[config.mk]
export PLATFORM = sky130hd
export DESIGN_NAME = minmax_waveform_column_decimator_unit
export DESIGN_NICKNAME = d
export VERILOG_FILES = /design/src/hdl/mmwcd_pkg.sv /design/src/hdl/mmwcd_tracker.sv /design/src/hdl/minmax_waveform_column_decimator_unit.sv
export SDC_FILE = /design/constraint.sdc
export NUM_CORES = 2
export LEC_CHECK = 0
export BUFFER_PORTS_ARGS = -buffer_cell sky130_fd_sc_hd__buf_2
export CAP_MARGIN = 15
export CORE_MARGIN = 1
export CORE_UTILIZATION = 35
export CTS_CLUSTER_SIZE = 25
export DETAILED_ROUTE_END_ITERATION = 8
export HOLD_SLACK_MARGIN = 0.05
export SLEW_MARGIN = 20
export SYNTH_ARGS = -nofsm -noshare
export SYNTH_HDL_FRONTEND = slang
export SYNTH_SLANG_ARGS = --single-unit
[constraint.sdc]
create_clock -name i_clk -period 9.5 [get_ports i_clk]
set_input_delay 1.9 -clock i_clk [delete_from_list [all_inputs] [get_ports i_clk]]
set_output_delay 1.9 -clock i_clk [all_outputs]
set_load 0.05 [all_outputs]
[src/hdl/mmwcd_pkg.sv]
// Shared types and constants for the min/max waveform column decimator.
`timescale 1ns / 1ps

package mmwcd_pkg;

    localparam int SAMPLE_WIDTH = 24;
    localparam int ZOOM_W       = 40;
    localparam int ACC_W        = 56;
    localparam int FRAC_W       = 16;
    localparam int GAIN_W       = 24;
    localparam int ROW_W        = 12;
    localparam int COUNT_W      = 13;
    localparam int COL_W        = 12;
    localparam int SCALED_W     = 17;
    localparam int OUT_W        = 16;
    localparam int CFG_IDX_W    = 2;

    localparam logic [ZOOM_W-1:0]  ZOOM_RESET  = 40'd131072;
    localparam logic [GAIN_W-1:0]  GAIN_RESET  = 24'd256;
    localparam logic [ROW_W-1:0]   ROW_RESET   = 12'd0;
    localparam logic [COUNT_W-1:0] COUNT_RESET = 13'd4096;

    localparam logic signed [SAMPLE_WIDTH-1:0] SAMPLE_CEIL  = {1'b0, {(SAMPLE_WIDTH-1){1'b1}}};
    localparam logic signed [SAMPLE_WIDTH-1:0] SAMPLE_FLOOR = {1'b1, {(SAMPLE_WIDTH-1){1'b0}}};

    typedef enum logic [CFG_IDX_W-1:0] {
        CFG_SAMPLES_PER_PIXEL = 2'd0,
        CFG_VERTICAL_GAIN     = 2'd1,
        CFG_MIDDLE_ROW        = 2'd2,
        CFG_COLUMN_COUNT      = 2'd3
    } t_cfg_index;

    typedef struct packed {
        logic signed [SAMPLE_WIDTH-1:0] audio_value;
        logic                           frame_start;
    } t_in_word;

    typedef struct packed {
        logic [COL_W-1:0]        column;
        logic signed [OUT_W-1:0] top_row;
        logic signed [OUT_W-1:0] bottom_row;
    } t_out_word;

    // One finished column on its way to scaling.
    typedef struct packed {
        logic [COUNT_W-1:0]             index;
        logic signed [SAMPLE_WIDTH-1:0] run_min;
        logic signed [SAMPLE_WIDTH-1:0] run_max;
        logic                           first;
    } t_col_event;

endpackage

[src/hdl/mmwcd_tracker.sv]
// Sample tracker: running min/max, column end detection and column event register.
`timescale 1ns / 1ps

module mmwcd_tracker (
    input  logic                        i_clk,
    input  logic                        i_rst_n,
    input  logic                        i_take,
    input  mmwcd_pkg::t_in_word         i_word,
    input  logic                        i_advance,
    input  logic [mmwcd_pkg::ZOOM_W-1:0]  i_samples_per_pixel,
    input  logic [mmwcd_pkg::COUNT_W-1:0] i_limit,
    output logic                        o_event_valid,
    output mmwcd_pkg::t_col_event       o_event
);
    import mmwcd_pkg::*;

    logic [ZOOM_W-1:0]              r_pos, n_pos;
    logic [ACC_W-1:0]               r_acc, n_acc;
    logic [COUNT_W-1:0]             r_idx, n_idx;
    logic signed [SAMPLE_WIDTH-1:0] r_min, n_min;
    logic signed [SAMPLE_WIDTH-1:0] r_max, n_max;
    logic                           r_first, n_first;
    logic                           r_ev_valid, n_ev_valid;
    t_col_event                     r_ev, n_ev;

    logic [ZOOM_W-1:0]              eff_pos;
    logic [ACC_W-1:0]               eff_acc;
    logic [COUNT_W-1:0]             eff_idx;
    logic signed [SAMPLE_WIDTH-1:0] eff_min, eff_max, lo, hi;
    logic                           eff_first;

    always_comb begin
        // A frame start restarts the state before the sample is taken in.
        if (i_word.frame_start) begin
            eff_pos   = '0;
            eff_acc   = ACC_W'(i_samples_per_pixel);
            eff_idx   = '0;
            eff_min   = SAMPLE_CEIL;
            eff_max   = SAMPLE_FLOOR;
            eff_first = 1'b1;
        end else begin
            eff_pos   = r_pos;
            eff_acc   = r_acc;
            eff_idx   = r_idx;
            eff_min   = r_min;
            eff_max   = r_max;
            eff_first = r_first;
        end
        lo = (i_word.audio_value < eff_min) ? i_word.audio_value : eff_min;
        hi = (i_word.audio_value > eff_max) ? i_word.audio_value : eff_max;

        n_pos      = r_pos;
        n_acc      = r_acc;
        n_idx      = r_idx;
        n_min      = r_min;
        n_max      = r_max;
        n_first    = r_first;
        n_ev_valid = i_advance ? 1'b0 : r_ev_valid;
        n_ev       = r_ev;

        if (i_take) begin
            n_pos   = eff_pos;
            n_acc   = eff_acc;
            n_idx   = eff_idx;
            n_min   = eff_min;
            n_max   = eff_max;
            n_first = eff_first;
            if (eff_idx < i_limit) begin
                n_pos = eff_pos + 1'b1;
                if (eff_pos < eff_acc[ACC_W-1:FRAC_W]) begin
                    n_min = lo;
                    n_max = hi;
                end else begin
                    n_ev_valid    = 1'b1;
                    n_ev.index    = eff_idx;
                    n_ev.run_min  = lo;
                    n_ev.run_max  = hi;
                    n_ev.first    = eff_first;
                    n_min         = SAMPLE_CEIL;
                    n_max         = SAMPLE_FLOOR;
                    n_idx         = eff_idx + 1'b1;
                    n_acc         = eff_acc + ACC_W'(i_samples_per_pixel);
                    n_first       = 1'b0;
                end
            end
        end
    end

    always_ff @(posedge i_clk) begin
        if (!i_rst_n) begin
            r_pos      <= '0;
            r_acc      <= ACC_W'(ZOOM_RESET);
            r_idx      <= '0;
            r_min      <= SAMPLE_CEIL;
            r_max      <= SAMPLE_FLOOR;
            r_first    <= 1'b1;
            r_ev_valid <= 1'b0;
        end else begin
            r_pos      <= n_pos;
            r_acc      <= n_acc;
            r_idx      <= n_idx;
            r_min      <= n_min;
            r_max      <= n_max;
            r_first    <= n_first;
            r_ev_valid <= n_ev_valid;
        end
    end

    always_ff @(posedge i_clk) begin
        r_ev <= n_ev;
    end

    assign o_event_valid = r_ev_valid;
    assign o_event       = r_ev;

endmodule

[src/hdl/minmax_waveform_column_decimator_unit.sv]
// Top level of the min/max waveform column decimator.
// A column word passes in turn through the column event, gain multiply, clamp and output registers.
// Throughput: one sample word per cycle while o_in_stall is low; each sample yields zero or one column word.
// The pipeline is tracker, gain multiply, clamp against the previous column, output.
// Reset (synchronous, active low) loads register defaults and starts a fresh frame.
`timescale 1ns / 1ps

module minmax_waveform_column_decimator_unit #(
    parameter int MAX_COLUMNS = 4096
) (
    input  logic                            i_clk,
    input  logic                            i_rst_n,
    input  logic                            i_in_valid,
    output logic                            o_in_stall,
    input  mmwcd_pkg::t_in_word             i_in_word,
    output logic                            o_out_valid,
    input  logic                            i_out_stall,
    output mmwcd_pkg::t_out_word            o_out_word,
    input  logic                            i_cfg_we,
    input  logic [mmwcd_pkg::CFG_IDX_W-1:0] i_cfg_index,
    input  logic [mmwcd_pkg::ZOOM_W-1:0]    i_cfg_wdata
);
    import mmwcd_pkg::*;

    localparam int MAX_CAP = (MAX_COLUMNS > 8191) ? 8191 : MAX_COLUMNS;
    localparam int PROD_W  = SAMPLE_WIDTH + GAIN_W + 1;
    localparam int SHIFT   = SAMPLE_WIDTH + 8;
    localparam int CMP_W   = SCALED_W + 1;
    localparam int DIFF_W  = SCALED_W + 2;
    localparam logic [PROD_W-1:0] BIAS = PROD_W'((64'd1 << SHIFT) - 64'd1);

    // Configuration registers
    logic [ZOOM_W-1:0]  r_samples_per_pixel;
    logic [GAIN_W-1:0]  r_vertical_gain;
    logic [ROW_W-1:0]   r_middle_row;
    logic [COUNT_W-1:0] r_column_count;

    always_ff @(posedge i_clk) begin
        if (!i_rst_n) begin
            r_samples_per_pixel <= ZOOM_RESET;
            r_vertical_gain     <= GAIN_RESET;
            r_middle_row        <= ROW_RESET;
            r_column_count      <= COUNT_RESET;
        end else if (i_cfg_we) begin
            case (t_cfg_index'(i_cfg_index))
                CFG_SAMPLES_PER_PIXEL: r_samples_per_pixel <= i_cfg_wdata;
                CFG_VERTICAL_GAIN:     r_vertical_gain     <= i_cfg_wdata[GAIN_W-1:0];
                CFG_MIDDLE_ROW:        r_middle_row        <= i_cfg_wdata[ROW_W-1:0];
                CFG_COLUMN_COUNT:      r_column_count      <= i_cfg_wdata[COUNT_W-1:0];
                default:               r_column_count      <= r_column_count;
            endcase
        end
    end

    logic [COUNT_W-1:0] limit;
    assign limit = (r_column_count < COUNT_W'(MAX_CAP)) ? r_column_count : COUNT_W'(MAX_CAP);

    // Stage enables: a stage moves when it is empty or the one after it moves.
    logic en1, en2, en3, en4;
    logic r_v2, r_v3, r_v4;
    logic ev_valid;
    t_col_event ev;

    assign en4 = !r_v4 || !i_out_stall;
    assign en3 = !r_v3 || en4;
    assign en2 = !r_v2 || en3;
    assign en1 = !ev_valid || en2;
    assign o_in_stall = !en1;

    mmwcd_tracker u_tracker (
        .i_clk              (i_clk),
        .i_rst_n            (i_rst_n),
        .i_take             (i_in_valid && en1),
        .i_word             (i_in_word),
        .i_advance          (en1),
        .i_samples_per_pixel(r_samples_per_pixel),
        .i_limit            (limit),
        .o_event_valid      (ev_valid),
        .o_event            (ev)
    );

    // Gain multiply
    logic signed [PROD_W-1:0] r_p_min, r_p_max;
    logic [COUNT_W-1:0]       r_idx2;
    logic                     r_first2;
    logic signed [PROD_W-1:0] gain_ext;

    assign gain_ext = PROD_W'($signed({1'b0, r_vertical_gain}));

    always_ff @(posedge i_clk) begin
        if (en2) begin
            r_p_min  <= PROD_W'(ev.run_min) * gain_ext;
            r_p_max  <= PROD_W'(ev.run_max) * gain_ext;
            r_idx2   <= ev.index;
            r_first2 <= ev.first;
        end
    end

    // Division by a power of two that truncates toward zero.
    function automatic logic signed [SCALED_W-1:0] scale_down(input logic signed [PROD_W-1:0] p);
        logic signed [PROD_W-1:0] adj;
        adj = p[PROD_W-1] ? (p + $signed(BIAS)) : p;
        return adj[SHIFT+SCALED_W-1:SHIFT];
    endfunction

    // Clamp so that each column touches the one before it.
    logic signed [SCALED_W-1:0] r_prev_min, r_prev_max;
    logic signed [SCALED_W-1:0] r_c_min, r_c_max;
    logic [COUNT_W-1:0]         r_idx3;
    logic signed [SCALED_W-1:0] sc_min, sc_max, cl_min, cl_max;
    logic signed [CMP_W-1:0]    prev_max_p1, prev_min_m1;

    always_comb begin
        sc_min      = scale_down(r_p_min);
        sc_max      = scale_down(r_p_max);
        prev_max_p1 = CMP_W'(r_prev_max) + CMP_W'(1);
        prev_min_m1 = CMP_W'(r_prev_min) - CMP_W'(1);
        cl_min      = sc_min;
        cl_max      = sc_max;
        if (!r_first2) begin
            if (CMP_W'(sc_min) > prev_max_p1) begin
                cl_min = prev_max_p1[SCALED_W-1:0];
            end
            if (CMP_W'(sc_max) < prev_min_m1) begin
                cl_max = prev_min_m1[SCALED_W-1:0];
            end
        end
    end

    always_ff @(posedge i_clk) begin
        if (en3) begin
            r_c_min <= cl_min;
            r_c_max <= cl_max;
            r_idx3  <= r_idx2;
        end
        if (en3 && r_v2) begin
            r_prev_min <= cl_min;
            r_prev_max <= cl_max;
        end
    end

    // Output rows, saturated to 16 bits.
    function automatic logic signed [OUT_W-1:0] sat_row(input logic signed [DIFF_W-1:0] d);
        logic signed [DIFF_W-1:0] hi_lim, lo_lim;
        hi_lim = DIFF_W'(32767);
        lo_lim = -DIFF_W'(32768);
        if (d > hi_lim) begin
            return {1'b0, {(OUT_W-1){1'b1}}};
        end else if (d < lo_lim) begin
            return {1'b1, {(OUT_W-1){1'b0}}};
        end
        return d[OUT_W-1:0];
    endfunction

    logic signed [DIFF_W-1:0] mid_ext, top_d, bot_d;
    t_out_word                r_out, n_out;

    always_comb begin
        mid_ext          = $signed(DIFF_W'(r_middle_row));
        top_d            = mid_ext - DIFF_W'(r_c_max);
        bot_d            = mid_ext - DIFF_W'(r_c_min);
        n_out.column     = r_idx3[COL_W-1:0];
        n_out.top_row    = sat_row(top_d);
        n_out.bottom_row = sat_row(bot_d);
    end

    always_ff @(posedge i_clk) begin
        if (en4) begin
            r_out <= n_out;
        end
    end

    always_ff @(posedge i_clk) begin
        if (!i_rst_n) begin
            r_v2 <= 1'b0;
            r_v3 <= 1'b0;
            r_v4 <= 1'b0;
        end else begin
            if (en2) r_v2 <= ev_valid;
            if (en3) r_v3 <= r_v2;
            if (en4) r_v4 <= r_v3;
        end
    end

    assign o_out_valid = r_v4;
    assign o_out_word  = r_out;

endmodule
# --- Word level (Yosys, flattened, before mapping) ---
# Cells that the tools add are included.
totals:
  regBits: 547
op_classes:
  n_eq_ne: 3
  muxes: 40
  n_lt_le_gt_ge: 11
  reduce_logical: 18
  bitwise: 1
  multipliers: 2
  add_sub_neg: 9
op_table:
  columns: ["cell", "n"]
  rows:
  - ["24-bit two-way mux", 8]
  - ["56-bit two-way mux", 3]
  - ["49-bit by 33-bit adder with 49-bit output (second input constant)", 2]
  - ["24-bit by 25-bit multiplier with 49-bit output", 2]
  - ["49-bit two-way mux", 2]
  - ["16-bit two-way mux", 6]
  - ["40-bit two-way mux", 2]
  - ["17-bit two-way mux", 4]
  - ["56-bit by 40-bit adder with 56-bit output", 1]
  - ["13-bit two-way mux", 4]
  - ["40-bit by 1-bit adder with 40-bit output (second input constant)", 1]
  - ["40-bit < comparator", 1]
  - ["18-bit by 16-bit > comparator with 1-bit output (second input constant)", 2]
  - ["18-bit by 16-bit < comparator with 1-bit output (second input constant)", 2]
  - ["13-bit by 17-bit subtractor with 18-bit output", 2]
  - ["24-bit > comparator", 1]
  - ["24-bit < comparator", 1]
  - ["17-bit by 2-bit adder with 18-bit output (second input constant)", 1]
  - ["17-bit by 18-bit > comparator with 1-bit output", 1]
  - ["17-bit by 18-bit < comparator with 1-bit output", 1]
  - ["17-bit by 2-bit subtractor with 18-bit output (second input constant)", 1]
  - ["13-bit by 1-bit adder with 13-bit output (second input constant)", 1]
  - ["13-bit < comparator", 1]
  - ["13-bit < comparator (second input constant)", 1]
  - ["other kinds (10)", 33]

# --- Depth between registers and ports, before layout ---
depth:
  ltp_word: 9
  depth_mapped: 29
  mapped_depth_nobuf: 26

# --- By module ---
# A second synthesis with hierarchy kept.
hier_totals:
  cells_unflattened: 7506
  area_unflattened_um2: 68438.1
by_module_without_submodules:
  columns: ["module", "area_each_um2", "cells_each", "n_inst"]
  rows:
  - ["minmax_waveform_column_decimator_unit", 53239.8, 5652, 1]
  - ["mmwcd_tracker", 15198.3, 1854, 1]

# --- Worst setup path before layout ---
# No wires, ideal clock.
synth_timing:
  path_type: "input to register"
  from: "input i_in_word[0] in the netlist's numbering"
  to: "register u_tracker.r_acc[32]"
  slack_ns: 1.842
  arrival_time_ns: 7.579
  cell_stages: 18
  required_ns: 9.420
  setup_time_ns: 0.080
  n_path_buf: 7
  path_cell_list: "clkbuf_1 > clkbuf_1 > clkbuf_1 > clkbuf_1 > clkbuf_1 > nor2b_1 > ha_1 > and2_1 > a221oi_1 > o21ai_0 > o2111ai_1 > a21oi_1 > or3_1 > buf_2 > inv_2 > clkbuf_1 > o21ai_0 > a31oi_1"
synth_via:
  word_cells_on_any_way: 8
synth_rtl:
  columns: ["element", "line_no", "rtl"]
  rows:
  - ["start: declaration", "minmax_waveform_column_decimator_unit.sv:15", "input mmwcd_pkg::t_in_word i_in_word,"]
  - ["13-bit two-way mux", "mmwcd_tracker.sv:34", "if (i_word.frame_start) begin"]
  - ["via u_tracker.eff_idx[8]", "mmwcd_tracker.sv:28", "logic [COUNT_W-1:0] eff_idx;"]
  - ["13-bit < comparator", "mmwcd_tracker.sv:68", "if (eff_idx < i_limit) begin"]
  - ["56-bit two-way mux", "mmwcd_tracker.sv:68", null]
  - ["end signal: assignment", "mmwcd_tracker.sv:92", "r_acc <= ACC_W'(ZOOM_RESET);"]
  - ["end signal: assignment", "mmwcd_tracker.sv:100", "r_acc <= n_acc;"]
  - ["end: declaration", "mmwcd_tracker.sv:18", "logic [ACC_W-1:0] r_acc, n_acc;"]
# The timed path passes the listed nets, and every way through them passes these cells.
# A chain may end at the register's enable or synchronous reset.

# --- Worst setup path in the final report ---
layout_timing:
  from: "register u_tracker.r_ev (netlist bit u_tracker.o_event[4])"
  to: "register r_p_max[46], data pin"
layout_via:
  elab_chain_len: 1
layout_lines:
  columns: ["element", "line_no", "rtl"]
  rows:
  - ["start: declaration", "mmwcd_tracker.sv:24", "t_col_event r_ev, n_ev;"]
  - ["start signal: assignment", "mmwcd_tracker.sv:110", "r_ev <= n_ev;"]
  - ["24-bit by 25-bit multiplier with 49-bit output", "minmax_waveform_column_decimator_unit.sv:93", "r_p_max <= PROD_W'(ev.run_max) * gain_ext;"]
  - ["end signal: assignment", "minmax_waveform_column_decimator_unit.sv:93", null]
  - ["end: declaration", "minmax_waveform_column_decimator_unit.sv:83", "logic signed [PROD_W-1:0] r_p_min, r_p_max;"]
# Every way passes these cells.

==> flow_metrics.env <==
export IMPL_core_sq_mm=0.191
export IMPL_layout_nets=8892
export IMPL_synth_ff_type="edfxtp_1"
export IMPL_place_congestion=0.898
export IMPL_first_iter_violations=3348
export IMPL_cts_buffer_depth=3
export IMPL_hold_viol_final=0
export IMPL_rsz0062_at_grt="no"
export IMPL_cpMostUsedCell="fa_1"
export IMPL_root_buffer="clkbuf_16"
export IMPL_layout_drive_gt1_share_pct=5.66
export IMPL_cp_arrival_ps=8560
export IMPL_cp_end_kind="flop"
export IMPL_numCtsBuffers=67
export IMPL_holdWs_ps=412
export IMPL_via_per_inst=5.07
export IMPL_die_x_um=441
export IMPL_pre_cts_slack_ps=1370
export IMPL_ioPinCount=118
export IMPL_power_leakage_nw=33.4
export IMPL_synth_edf_count=296
export IMPL_antenna_found_initial=10
export IMPL_crit_fanout=24
export IMPL_required_ps=9960
export IMPL_fin_ws_ps=1390
export IMPL_grt_use_total_pct=18.9
export IMPL_skew_ps=38.8
export IMPL_yosys_top_cells_count="inv_1 (1,241), nand2_1 (1,035), fa_1 (967)"
export IMPL_synth_area_per_cell_sq_um=9.17
export IMPL_irDropWorstVdd_v=0.000150
export IMPL_clk_pin_slew_worst_paths_ps=70
export IMPL_yosysMostFrequentCell="inv_1"
export IMPL_cts_htree_levels=3
export IMPL_portBuffers=117
export IMPL_path_cells="nand2_1, fa_1, inv_1, fa_1, fa_1, ha_1, inv_1, fa_1, fa_1, fa_1, inv_1, ha_1, nand4_1, nor2_1, a21oi_1, o31ai_1, a21oi_1, o41a_1, o21ai_2, a2111oi_0, nor3_1, xnor2_1"
export IMPL_yosys_cell_types_count=92
export IMPL_final_area_sq_mm=0.0729
export IMPL_cellPowerDensity_mw_per_mm2=138
export IMPL_slowest_delay_ps=1030
export IMPL_wire_per_inst_um=18.5
export IMPL_slew_headroom_pct=23.2
export IMPL_postCtsSetupBuffers=0
export IMPL_drc=0
export IMPL_ant_nets=0
export IMPL_wl_um=182000
export IMPL_synth_top_cell_area_share_pct=28.7
export IMPL_status="complete, no violations"
export IMPL_clock_sinks=547
export IMPL_place_area_sq_mm=0.0704
export IMPL_start_util_pct=35.3
export IMPL_fp_dieH_um=441
export IMPL_synthArstFlopShare_pct=0
export IMPL_min_period_over_period_pct=85.3
export IMPL_synth_area_sq_mm=0.0674
export IMPL_fill_cells=19000
export IMPL_drv_cap=0
export IMPL_drt_first_pass_iters=6
export IMPL_period_needed_ps=8110
export IMPL_cp_start_kind="flop"
export IMPL_syn_nets=8992
export IMPL_hpwl_um=140000
export IMPL_first_global_vias=51900
export IMPL_min_path_type="flop to flop"
export IMPL_yosysWarnings=0
export IMPL_synth_top_cell_by_area="fa_1"
export IMPL_post_cts_resized=0
export IMPL_setup_worst_path_class="flop to flop"
export IMPL_cts_tree="done"
export IMPL_grt_ovfl_total=0
export IMPL_clock_latency_ps=700
export IMPL_grt_pass1_wl_um=289000
export IMPL_finalSetupViolCount=0
export IMPL_rows=160
export IMPL_tns_ps=0
export IMPL_grt_max_degree=105
export IMPL_synth_area_leaders="fa_1 (29%), edfxtp_1 (13%), ha_1 (11%), dfxtp_1 (7.5%), inv_1 (6.9%)"
export IMPL_syn_to_final_growth_pct=8.09
export IMPL_tightest_slew_ps=1150
export IMPL_cts_hold_buf=0
export IMPL_vias=49700
export IMPL_clock_fmax_ghz=0.123
export IMPL_dieArea_sq_mm=0.194
export IMPL_cp_slowest_cell="edfxtp_1"
export IMPL_ys_seq_area_share_pct=20.6
export IMPL_drv_slew=0
export IMPL_ys_ff_latch=547
export IMPL_netlist_instances=7348
cell usage in the layout (no fill, tap or decap), drive strengths merged, types with 33 or more instances in the layout:
master	netlist	routed
nor2	238	238
nand4	62	62
a211oi	33	33
inv	1243	1244
nor2b	120	120
and2	570	570
nand2	1035	1035
clkbuf	348	81
o21ai	199	199
buf	14	194
a21o	115	115
xor2	110	110
nor3	40	40
dfxtp	251	251
nand3	90	90
mux2i	59	59
and3	44	44
ha	605	605
xnor2	142	142
mux2	45	45
edfxtp	296	296
fa	967	967
a21oi	338	338
nand2b	56	56
layout make-up:
type | count | area (sq um) | share of cell area [%]
clock buffers | 81 | 1830 | 2.52
well taps | 2511 | 3140 | 4.31
inverters | 1243 | 4670 | 6.41
multi-input cells | 5195 | 47500 | 65.2
flip-flops and latches | 547 | 13900 | 19.1
clock inverters | 40 | 562 | 0.771
diodes | 4 | 10.0 | 0.0137
repair buffers | 194 | 1210 | 1.67
routing by layer:
metal	vias to the layer above	global-route usage [%]	part of all wire, %
met4	4	5.72	2.7
met3	245	3.46	6.9
met1	24900	24.9	44
li1	23100	-	-
met5	-	0	0.016
met2	1414	31.4	47
cells by family (layout without fill, tap and decap cells):
| group | Yosys count | in the layout | share of synthesized area, % |
|---|---|---|---|
| other cells | 0 | 4 | 0 |
| fa+ha+maj | 1572 | 1572 | 40.0 |
| compound gates | 933 | 933 | 8.68 |
| simple gates | 2334 | 2334 | 16.8 |
| buf+inv | 1606 | 1558 | 8.98 |
| flops | 547 | 547 | 20.6 |
| xor+xnor | 252 | 252 | 3.27 |
| mux | 104 | 104 | 1.63 |
where the power goes:
part | switching, mW | leakage [nW] | total [mW] | internal, mW
Combinational | 2.54 | 27.2 | 4.10 | 1.56
Clock | 1.15 | 1.16 | 2.79 | 1.65
Sequential | 0.209 | 5.05 | 3.16 | 2.95
Total | 3.89 | 33.4 | 10.1 | 6.16
registers in the layout, summed over array words and instances, names as in the netlist, 12 cells and up:
signal	flops
r_c_max	17
u_tracker.o_event	61
r_c_min	17
r_column_count	13
u_tracker.r_idx	13
u_tracker.r_min	24
r_prev_max	17
r_prev_min	17
u_tracker.r_acc	56
o_out_word	44
u_tracker.r_max	24
r_middle_row	12
r_vertical_gain	24
r_idx2	12
r_idx3	12
r_p_max	49
u_tracker.r_pos	40
r_samples_per_pixel	40
r_p_min	49
worst max-delay path, delay by kind of cell, from the launching register on:
family                   cells  cell delay, ps
AO/OA/AOI/OAI                6            2270
buffers and inverters        3             140
adder cells (fa/ha/maj)      8            3560
AND/OR/NAND/NOR              4             780
XOR/XNOR                     1              80
flip-flops                   1            1030
path summary, 6_finish.rpt:
check,from,to,slack (ps),cells past startpoint
max,u_tracker.o_event[4],r_p_max[46],1390,22
min reg2reg,r_idx3[11],o_out_word[43],410,0
min,r_idx3[11],o_out_word[43],410,0
max reg2reg,u_tracker.o_event[4],r_p_max[46],1390,22
through the flow:
step                      power, mW  cells  utilization, %
after floorplan                6.13   7348               -
after detailed placement       7.30   9689            36.9
after global routing           10.8   9812            38.2
after global placement         7.23   9687            36.9
after CTS                      10.1   9810            38.2
final                          10.1   9815            38.2
Power figures use the tool's default switching activity.
